===== config.mk =====
export PLATFORM = sky130hd
export DESIGN_NAME = block_mean_abs_rms_averager
export DESIGN_NICKNAME = d
export VERILOG_FILES = /design/src/rtl/core/bmar_pkg.sv /design/src/rtl/core/bmar_alu.sv /design/src/rtl/core/block_mean_abs_rms_averager.sv
export SDC_FILE = /design/constraint.sdc
export NUM_CORES = 2
export LEC_CHECK = 0
export BUFFER_PORTS_ARGS = -buffer_cell sky130_fd_sc_hd__buf_4
export CELL_PAD_IN_SITES_DETAIL_PLACEMENT = 1
export CELL_PAD_IN_SITES_GLOBAL_PLACEMENT = 2
export CORE_MARGIN = 2
export CORE_UTILIZATION = 45
export DETAILED_ROUTE_END_ITERATION = 16
export MAX_ROUTING_LAYER = met4
export PLACE_DENSITY = 0.94
export SYNTH_ARGS = -nofsm -noshare
export SYNTH_HDL_FRONTEND = slang
export SYNTH_SLANG_ARGS = --single-unit
export TNS_END_PERCENT = 1

===== constraint.sdc =====
create_clock -name clk -period 19.59 [get_ports clk]
set_clock_uncertainty 0.2 [all_clocks]
set_input_delay 2.9385 -clock clk [delete_from_list [all_inputs] [get_ports clk]]
set_output_delay 2.9385 -clock clk [all_outputs]
set_load 0.02 [all_outputs]

===== src/rtl/core/bmar_pkg.sv =====
// Package for the block mean / absolute mean / RMS averager.
// Widths, mode and register codes, and the shared arithmetic unit's
// transaction types. No dependencies.
package bmar_pkg;

  // Field and datapath widths
  localparam int SAMPLE_W   = 24;
  localparam int WIN_W      = 16;
  localparam int MODE_W     = 2;
  localparam int ACC_W      = 64;
  localparam int CFG_IDX_W  = 1;
  localparam int CFG_DATA_W = 16;

  // Window length after reset
  localparam logic [WIN_W-1:0] DEFAULT_WINDOW = 16'd100;

  // Averaging modes; the spare code behaves as the bipolar mean
  localparam logic [MODE_W-1:0] MODE_MEAN  = 2'd0;
  localparam logic [MODE_W-1:0] MODE_ABS   = 2'd1;
  localparam logic [MODE_W-1:0] MODE_RMS   = 2'd2;
  localparam logic [MODE_W-1:0] MODE_SPARE = 2'd3;

  // Configuration register indexes
  localparam logic [CFG_IDX_W-1:0] REG_WINDOW = 1'b0;
  localparam logic [CFG_IDX_W-1:0] REG_MODE   = 1'b1;

  // Iteration counts of the divider and the square root
  localparam int DIV_STEPS  = ACC_W;
  localparam int SQRT_STEPS = ACC_W / 2;
  localparam int STEP_W     = $clog2(DIV_STEPS);

  // Saturation limits of the result
  localparam logic [SAMPLE_W-1:0] SAT_HI = {1'b0, {(SAMPLE_W-1){1'b1}}};
  localparam logic [SAMPLE_W-1:0] SAT_LO = {1'b1, {(SAMPLE_W-1){1'b0}}};

  // Request to and response from the shared add/subtract unit
  typedef struct packed {
    logic [ACC_W-1:0] a;
    logic [ACC_W-1:0] b;
    logic             sub;
  } alu_req_t;

  typedef struct packed {
    logic [ACC_W-1:0] sum;
    logic             borrow;
  } alu_rsp_t;

endpackage


===== src/rtl/core/bmar_alu.sv =====
// Shared 64-bit add/subtract unit with borrow flag.
// Used for accumulation, negation, divider and square-root steps.
// Depends on bmar_pkg.
module bmar_alu (
  input  bmar_pkg::alu_req_t req,
  output bmar_pkg::alu_rsp_t rsp
);
  import bmar_pkg::*;

  logic [ACC_W-1:0] b_op;
  logic [ACC_W:0]   total;

  // Invert and add one for subtraction; a missing carry means a borrow
  assign b_op       = req.sub ? ~req.b : req.b;
  assign total      = {1'b0, req.a} + {1'b0, b_op} + {{ACC_W{1'b0}}, req.sub};
  assign rsp.sum    = total[ACC_W-1:0];
  assign rsp.borrow = req.sub & ~total[ACC_W];

endmodule


===== src/rtl/core/block_mean_abs_rms_averager.sv =====
// Channel      | ports                          | direction
// input        | in_valid, in_ready, in_sample  | sample in, one transaction per sample
// result       | out_valid, out_ready, out_average | held block average out
// config       | cfg_we, cfg_index, cfg_data    | register write, no read-back
//
// An item that does not close a window passes through the term, accumulate
// and output-load states; one that closes a window also passes through a
// magnitude state, one divider step per quotient bit and a negate state, then
// the square-root steps in RMS mode, then a saturation state. All steps share
// one 64-bit add/subtract unit. Synchronous active-low reset. A result waiting
// on out_ready holds the block only when the next result is ready to load.
module block_mean_abs_rms_averager (
  input  logic                                clk,
  input  logic                                rst_n,
  input  logic                                in_valid,
  output logic                                in_ready,
  input  logic signed [bmar_pkg::SAMPLE_W-1:0] in_sample,
  output logic                                out_valid,
  input  logic                                out_ready,
  output logic signed [bmar_pkg::SAMPLE_W-1:0] out_average,
  input  logic                                cfg_we,
  input  logic [bmar_pkg::CFG_IDX_W-1:0]      cfg_index,
  input  logic [bmar_pkg::CFG_DATA_W-1:0]     cfg_data
);
  import bmar_pkg::*;

  // Sequencer codes
  localparam int ST_W = 4;
  localparam logic [ST_W-1:0] ST_IDLE = 4'd0;
  localparam logic [ST_W-1:0] ST_TERM = 4'd1;
  localparam logic [ST_W-1:0] ST_ACC  = 4'd2;
  localparam logic [ST_W-1:0] ST_MAG  = 4'd3;
  localparam logic [ST_W-1:0] ST_DIV  = 4'd4;
  localparam logic [ST_W-1:0] ST_NEG  = 4'd5;
  localparam logic [ST_W-1:0] ST_SQRT = 4'd6;
  localparam logic [ST_W-1:0] ST_SAT  = 4'd7;
  localparam logic [ST_W-1:0] ST_OUT  = 4'd8;

  localparam logic [STEP_W-1:0] DIV_LAST  = STEP_W'(DIV_STEPS - 1);
  localparam logic [STEP_W-1:0] SQRT_LAST = STEP_W'(SQRT_STEPS - 1);
  localparam logic [ACC_W-1:0]  BIT_INIT  = {2'b01, {(ACC_W-2){1'b0}}};

  logic [ST_W-1:0]            state_r, state_nxt;
  logic signed [SAMPLE_W-1:0] samp_r, samp_nxt;
  logic [ACC_W-1:0]           term_r, term_nxt;
  logic [ACC_W-1:0]           acc_r, acc_nxt;
  logic [WIN_W-1:0]           count_r, count_nxt;
  logic [WIN_W-1:0]           win_r, win_nxt;
  logic [MODE_W-1:0]          mode_r, mode_nxt;
  logic                       neg_r, neg_nxt;
  logic [WIN_W-1:0]           rem_r, rem_nxt;
  logic [ACC_W-1:0]           dvd_r, dvd_nxt;
  logic [ACC_W-1:0]           res_r, res_nxt;
  logic [ACC_W-1:0]           bit_r, bit_nxt;
  logic [STEP_W-1:0]          step_r, step_nxt;
  logic [SAMPLE_W-1:0]        held_r, held_nxt;
  logic                       out_valid_r, out_valid_nxt;
  logic [SAMPLE_W-1:0]        out_average_r, out_average_nxt;

  alu_req_t alu_req;
  alu_rsp_t alu_rsp;

  logic signed [SAMPLE_W:0]     samp_ext;
  logic [SAMPLE_W:0]            abs_val;
  logic signed [2*SAMPLE_W-1:0] square;
  logic [WIN_W:0]               trial;
  logic [WIN_W-1:0]             count_plus;
  logic                         window_done;
  logic [ACC_W-1:0]             sat_in;
  logic                         sat_fits;

  bmar_alu u_alu (
    .req (alu_req),
    .rsp (alu_rsp)
  );

  // Per-mode term of the current sample
  assign samp_ext = {samp_r[SAMPLE_W-1], samp_r};
  assign abs_val  = samp_r[SAMPLE_W-1] ? (SAMPLE_W+1)'(-samp_ext) : samp_ext;
  assign square   = samp_r * samp_r;

  always_comb begin
    unique case (mode_r)
      MODE_ABS:   term_nxt = {{(ACC_W-SAMPLE_W-1){1'b0}}, abs_val};
      MODE_RMS:   term_nxt = {{(ACC_W-2*SAMPLE_W){square[2*SAMPLE_W-1]}}, square};
      MODE_MEAN,
      MODE_SPARE: term_nxt = {{(ACC_W-SAMPLE_W){samp_r[SAMPLE_W-1]}}, samp_r};
    endcase
  end

  // Window bookkeeping
  assign count_plus  = count_r + WIN_W'(1);
  assign window_done = (count_plus >= win_r) || (count_plus == '0);

  // Divider trial remainder
  assign trial = {rem_r, dvd_r[ACC_W-1]};

  // Saturate the finished value into the result range
  assign sat_in   = (mode_r == MODE_RMS) ? res_r : dvd_r;
  assign sat_fits = (&sat_in[ACC_W-1:SAMPLE_W-1]) | ~(|sat_in[ACC_W-1:SAMPLE_W-1]);

  // Operand selection for the shared unit
  always_comb begin
    alu_req.a   = acc_r;
    alu_req.b   = term_r;
    alu_req.sub = 1'b0;
    unique case (state_r)
      ST_MAG: begin
        alu_req.a   = '0;
        alu_req.b   = acc_r;
        alu_req.sub = 1'b1;
      end
      ST_DIV: begin
        alu_req.a   = {{(ACC_W-WIN_W-1){1'b0}}, trial};
        alu_req.b   = {{(ACC_W-WIN_W){1'b0}}, win_r};
        alu_req.sub = 1'b1;
      end
      ST_NEG: begin
        alu_req.a   = '0;
        alu_req.b   = dvd_r;
        alu_req.sub = 1'b1;
      end
      ST_SQRT: begin
        alu_req.a   = dvd_r;
        alu_req.b   = res_r | bit_r;
        alu_req.sub = 1'b1;
      end
      default: begin
        alu_req.a   = acc_r;
        alu_req.b   = term_r;
        alu_req.sub = 1'b0;
      end
    endcase
  end

  // Sequencer and datapath next values
  always_comb begin
    state_nxt       = state_r;
    samp_nxt        = samp_r;
    acc_nxt         = acc_r;
    count_nxt       = count_r;
    win_nxt         = win_r;
    mode_nxt        = mode_r;
    neg_nxt         = neg_r;
    rem_nxt         = rem_r;
    dvd_nxt         = dvd_r;
    res_nxt         = res_r;
    bit_nxt         = bit_r;
    step_nxt        = step_r;
    held_nxt        = held_r;
    out_valid_nxt   = out_valid_r & ~out_ready;
    out_average_nxt = out_average_r;

    unique case (state_r)
      ST_IDLE: begin
        if (in_valid) begin
          samp_nxt  = in_sample;
          state_nxt = ST_TERM;
        end
      end
      ST_TERM: begin
        state_nxt = ST_ACC;
      end
      ST_ACC: begin
        acc_nxt = alu_rsp.sum;
        if (window_done) begin
          count_nxt = '0;
          state_nxt = ST_MAG;
        end else begin
          count_nxt = count_plus;
          state_nxt = ST_OUT;
        end
      end
      ST_MAG: begin
        // Take the magnitude and clear the accumulator for the next window
        neg_nxt   = acc_r[ACC_W-1];
        dvd_nxt   = acc_r[ACC_W-1] ? alu_rsp.sum : acc_r;
        acc_nxt   = '0;
        rem_nxt   = '0;
        step_nxt  = '0;
        state_nxt = ST_DIV;
      end
      ST_DIV: begin
        // Restoring division, one quotient bit a cycle
        rem_nxt  = alu_rsp.borrow ? trial[WIN_W-1:0] : alu_rsp.sum[WIN_W-1:0];
        dvd_nxt  = {dvd_r[ACC_W-2:0], ~alu_rsp.borrow};
        step_nxt = step_r + STEP_W'(1);
        if (step_r == DIV_LAST) begin
          state_nxt = ST_NEG;
        end
      end
      ST_NEG: begin
        if (neg_r) begin
          dvd_nxt = alu_rsp.sum;
        end
        res_nxt  = '0;
        bit_nxt  = BIT_INIT;
        step_nxt = '0;
        state_nxt = (mode_r == MODE_RMS) ? ST_SQRT : ST_SAT;
      end
      ST_SQRT: begin
        // Digit-by-digit square root, two radicand bits a cycle
        if (!alu_rsp.borrow) begin
          dvd_nxt = alu_rsp.sum;
          res_nxt = (res_r >> 1) | bit_r;
        end else begin
          res_nxt = res_r >> 1;
        end
        bit_nxt  = bit_r >> 2;
        step_nxt = step_r + STEP_W'(1);
        if (step_r == SQRT_LAST) begin
          state_nxt = ST_SAT;
        end
      end
      ST_SAT: begin
        if (sat_fits) begin
          held_nxt = sat_in[SAMPLE_W-1:0];
        end else begin
          held_nxt = sat_in[ACC_W-1] ? SAT_LO : SAT_HI;
        end
        state_nxt = ST_OUT;
      end
      ST_OUT: begin
        // Load the output register once it is free or being taken
        if (!out_valid_r || out_ready) begin
          out_average_nxt = held_r;
          out_valid_nxt   = 1'b1;
          state_nxt       = ST_IDLE;
        end
      end
      default: begin
        state_nxt = ST_IDLE;
      end
    endcase

    // Register writes; a zero window length is dropped
    if (cfg_we) begin
      unique case (cfg_index)
        REG_WINDOW: begin
          if (cfg_data[WIN_W-1:0] != '0) begin
            win_nxt   = cfg_data[WIN_W-1:0];
            count_nxt = '0;
            acc_nxt   = '0;
          end
        end
        REG_MODE: begin
          mode_nxt  = cfg_data[MODE_W-1:0];
          count_nxt = '0;
          acc_nxt   = '0;
        end
      endcase
    end
  end

  // Control state with reset
  always_ff @(posedge clk) begin
    if (!rst_n) begin
      state_r     <= ST_IDLE;
      acc_r       <= '0;
      count_r     <= '0;
      win_r       <= DEFAULT_WINDOW;
      mode_r      <= MODE_MEAN;
      held_r      <= '0;
      out_valid_r <= 1'b0;
    end else begin
      state_r     <= state_nxt;
      acc_r       <= acc_nxt;
      count_r     <= count_nxt;
      win_r       <= win_nxt;
      mode_r      <= mode_nxt;
      held_r      <= held_nxt;
      out_valid_r <= out_valid_nxt;
    end
  end

  // Payload and working registers
  always_ff @(posedge clk) begin
    samp_r        <= samp_nxt;
    term_r        <= term_nxt;
    neg_r         <= neg_nxt;
    rem_r         <= rem_nxt;
    dvd_r         <= dvd_nxt;
    res_r         <= res_nxt;
    bit_r         <= bit_nxt;
    step_r        <= step_nxt;
    out_average_r <= out_average_nxt;
  end

  assign in_ready    = (state_r == ST_IDLE);
  assign out_valid   = out_valid_r;
  assign out_average = out_average_r;

endmodule


==> metrics <==
status=finished, final reports clean; Synth Area in XOR/XNOR=2.67%; DRT iter0 DRCs=around 3,000; arrival time at the worst endpoint=between 9 and 10 ns; Seq cells post-synth=approximately 410; root buf cell=clkbuf_16; wire length of the first global-routing pass=230 mm; Synth top area share=between 20 and 30%; Async SR Flop Fraction=0%; Worst-Margin Slew=1.17 ns; Max Fclk=around 110 MHz; die area=between 90,000 and 100,000 um2; Routed Antenna Nets=0; minimum clock period=approximately 8.9 ns; gr usage total=about 31%; Worst Hold Class=reg -> reg; CP endpoint kind=flip-flop; Clock Sinks=between 400 and 500; vias in the first global route=between 30,000 and 40,000; Placed Area=approximately 45,000 um2; Post-synth EDFFs=230; Crit-path slowest cell=fa_1; drt first pass iters=5; r2r setup slk=around 11 ns; Critical Path RT=between 15 and 20 ns; main combinational cell family by area after synthesis=adder cells; CP Max Fanout=50; final cell count without fillers=just under 6,000; post-DP HPWL=112 mm; H-tree levels=2; ranking of synthesized cells by area=fa_1 26%, edfxtp_1 16%, dfxtp_1 8.2%; Max-slew headroom=21.9%; post_cts resized=0; worst reg2reg endpoint=term_r[62]; clock slew at the register clock pins of the worst setup and hold paths=0.06 ns; via density per instance=just under 6; crit path from=samp_r[23]; Syn-to-layout area delta=8.27%; critical path, cell by cell=buf_4 > inv_1 > buf_4 > nor2_1 > fa_1 > fa_1 > inv_1 > fa_1 > inv_1 > fa_1 > fa_1 > fa_1 > fa_1 > ha_1 > a21o_1 > a21o_1 > a21oi_1 > nand3_1 > o31ai_1 > o211ai_1 > o41a_1 > a21oi_1 > xnor2_1 > o21ai_0; setup repair bufs after CTS=0; Yosys cell types=95; pin count of the biggest net entering global routing=73; port buffer count=71; CTS Buf Count=50; yosys warns=0; cell family with most CP delay=adder cells; RSZ-0062 raised after global routing=no; HP Start=held_r[1]; Reg2Reg Depth=24; Residual DRC=0; drt wl/cell=between 20 and 30 um; final period utilization=roughly 46%; chip width=~310 um; Pins Over Slew Limit=0; Simple-Gate Fraction of Synth Area=approximately 14%; # setup viols final=0; Starting Density=between 40% and 50%; initial antenna violation count=3; Rows=113; clk_lat worst skew=approximately 0.66 ns; CP peak stage delay=0.70 ns; final net count=5,481; setup TNS=0 ns; Primary FF master, synth=edfxtp_1; FF-to-FF Start=samp_r[23]; register area share after synthesis=between 20% and 30%; mux share of post-synthesis cell area=less than 1%; Final GP Congestion=roughly 0.93; crit path buf inv count=5; clock buffer depth=3; CTS tree=yes; startpoint types=flip-flop; core area=94,700 um2; Mapped Avg Cell Area=9.13 um2; via count=roughly 36,000; Setup CP Type=reg -> reg; Die Y=approximately 310 um; Max-cap violations=0; top cell type by total area after synthesis=fa_1; grt total ovfl=0; post-synthesis compound-gate area fraction=approximately 17%; Fin. Hold Viols=0; Setup crit end=term_r[62]; total number of cells along the worst setup path=24; Net Count, Synth=~5,500; DRT Wirelength=~150 mm; post-route cell area=~46,000 um2; layout cell share with drive strength beyond 1=approximately 6.4%; Synth Cell Area=approximately 43,000 um2; Synth Area in Adders=between 30% and 40%; post-synthesis cell count=4,705; most used cell, CP=fa_1; placed insts=5,863; Hold Buf Count CTS=0; I/O Pins=about 70
[final cells by class]
type | count | area (um2)
Clock buffer | 61 | 1360
Timing Repair Buffer | 136 | 1020
Fill cell | 10857 | 48200
Sequential cell | 405 | 10400
Inverter | 751 | 2820
Clock inverter | 33 | 414
Antenna cell | 3 | 7.51
Tap cell | 1265 | 1580
Multi-Input combinational cell | 3306 | 28900
[flip-flops by register name, summed over array words and instances, names as in the netlist]
signal / cells
step_r: 6
out_valid: 1
dvd_r: 64
mode_r: 2
rem_r: 16
count_r: 16
held_r: 24
samp_r: 24
bit_r: 32
win_r: 16
out_average: 24
res_r: 63
state_r: 4
acc_r: 64
neg_r: 1
term_r: 48
[Yosys cell counts (18+ instances only)]
library cell and instances:
inv_1 745, nand2_1 609, fa_1 556, edfxtp_1 230, ha_1 229, nor2_1 227
clkbuf_1 209, o21ai_0 207, a21oi_1 197, dfxtp_1 175, and2_1 130, a22oi_1 98
nand3_1 83, o211ai_1 82, xnor2_1 82, a21o_1 78, a22o_1 74, xor2_1 49
nand4_1 48, o21a_1 43, nor3_1 34, a21boi_0 31, nor2b_1 29, nor4_1 26
mux2i_1 25, nand2b_1 24, o31ai_1 24, o221ai_1 23, and3_1 21, o21bai_1 20
a31oi_1 18
[worst min-delay path by stage]
stage / to / slack, ns / cells after the start
3_5_place_dp: out_average[3] / 0.22 / 0
6_report: out_average[1] / 0.23 / 0
4_1_cts: out_average[11] / 0.23 / 0
2_1_floorplan: neg_r / 0.21 / 0
3_3_place_gp: out_average[19] / 0.21 / 0
5_1_grt: out_average[1] / 0.24 / 0
[cell families after synthesis]
group | after synthesis
adders and majority gates | 785
DFF | 405
and+or+nand+nor | 1313
xor gates and xnor gates | 131
muxes | 26
buffers and inverters | 994
AOI/OAI and AO/OA | 1051
[through the flow]
stage	utilization, %	setup slack (ns)	hold WS [ns]
after detailed placement	47.2	10.72	0.218
final	49.1	10.67	0.233
after floorplan	-	9.93	0.206
after CTS	49.1	10.71	0.234
after global routing	49.1	10.30	0.240
after global placement	47.2	11.00	0.215
[worst register-to-register path, stage by stage, from the launching register on]
cell      delay, ns
edfxtp_1       0.32
buf_4          0.48
inv_1          0.10
buf_4          0.26
nor2_1         0.28
fa_1           0.61
fa_1           0.70
inv_1          0.23
fa_1           0.61
inv_1          0.42
fa_1           0.55
fa_1           0.59
fa_1           0.46
fa_1           0.41
ha_1           0.41
a21o_1         0.20
a21o_1         0.19
a21oi_1        0.18
nand3_1        0.09
o31ai_1        0.49
o211ai_1       0.25
o41a_1         0.36
a21oi_1        0.19
xnor2_1        0.13
o21ai_0        0.08
[cell usage in the layout, fill, tap and decap left out, drive strengths merged, types with 20 or more instances in the layout]
master | Yosys | routed
o211ai | 83 | 83
edfxtp | 230 | 230
clkbuf | 210 | 61
a21o | 78 | 78
a22o | 74 | 74
a21boi | 31 | 31
mux2i | 25 | 25
nand4 | 48 | 48
o31ai | 28 | 28
o21ai | 212 | 212
o221ai | 23 | 23
xor2 | 49 | 49
fa | 556 | 556
o21a | 44 | 44
inv | 745 | 754
nand3 | 84 | 84
clkinv | 6 | 22
nand2b | 24 | 24
buf | 33 | 136
nor2b | 29 | 29
and2 | 131 | 131
dfxtp | 175 | 175
nand2 | 610 | 610
ha | 229 | 229
o21bai | 20 | 20
xnor2 | 82 | 82
a21oi | 198 | 198
and3 | 21 | 21
a22oi | 98 | 98
nor3 | 34 | 34
nor4 | 26 | 26
nor2 | 228 | 228
[layer usage]
layer	vias up	routed length (um)	GRT usage, %
li1	15686	-	-
met1	18394	61100	38.9
met2	1196	73500	52.5
met3	284	8720	3.86
met4	0	5910	11.4
met5	-	0	-
Power is left out: the tool's default activity adds up to more than one toggle a clock period on the data nets, which glitch-free logic cannot reach.
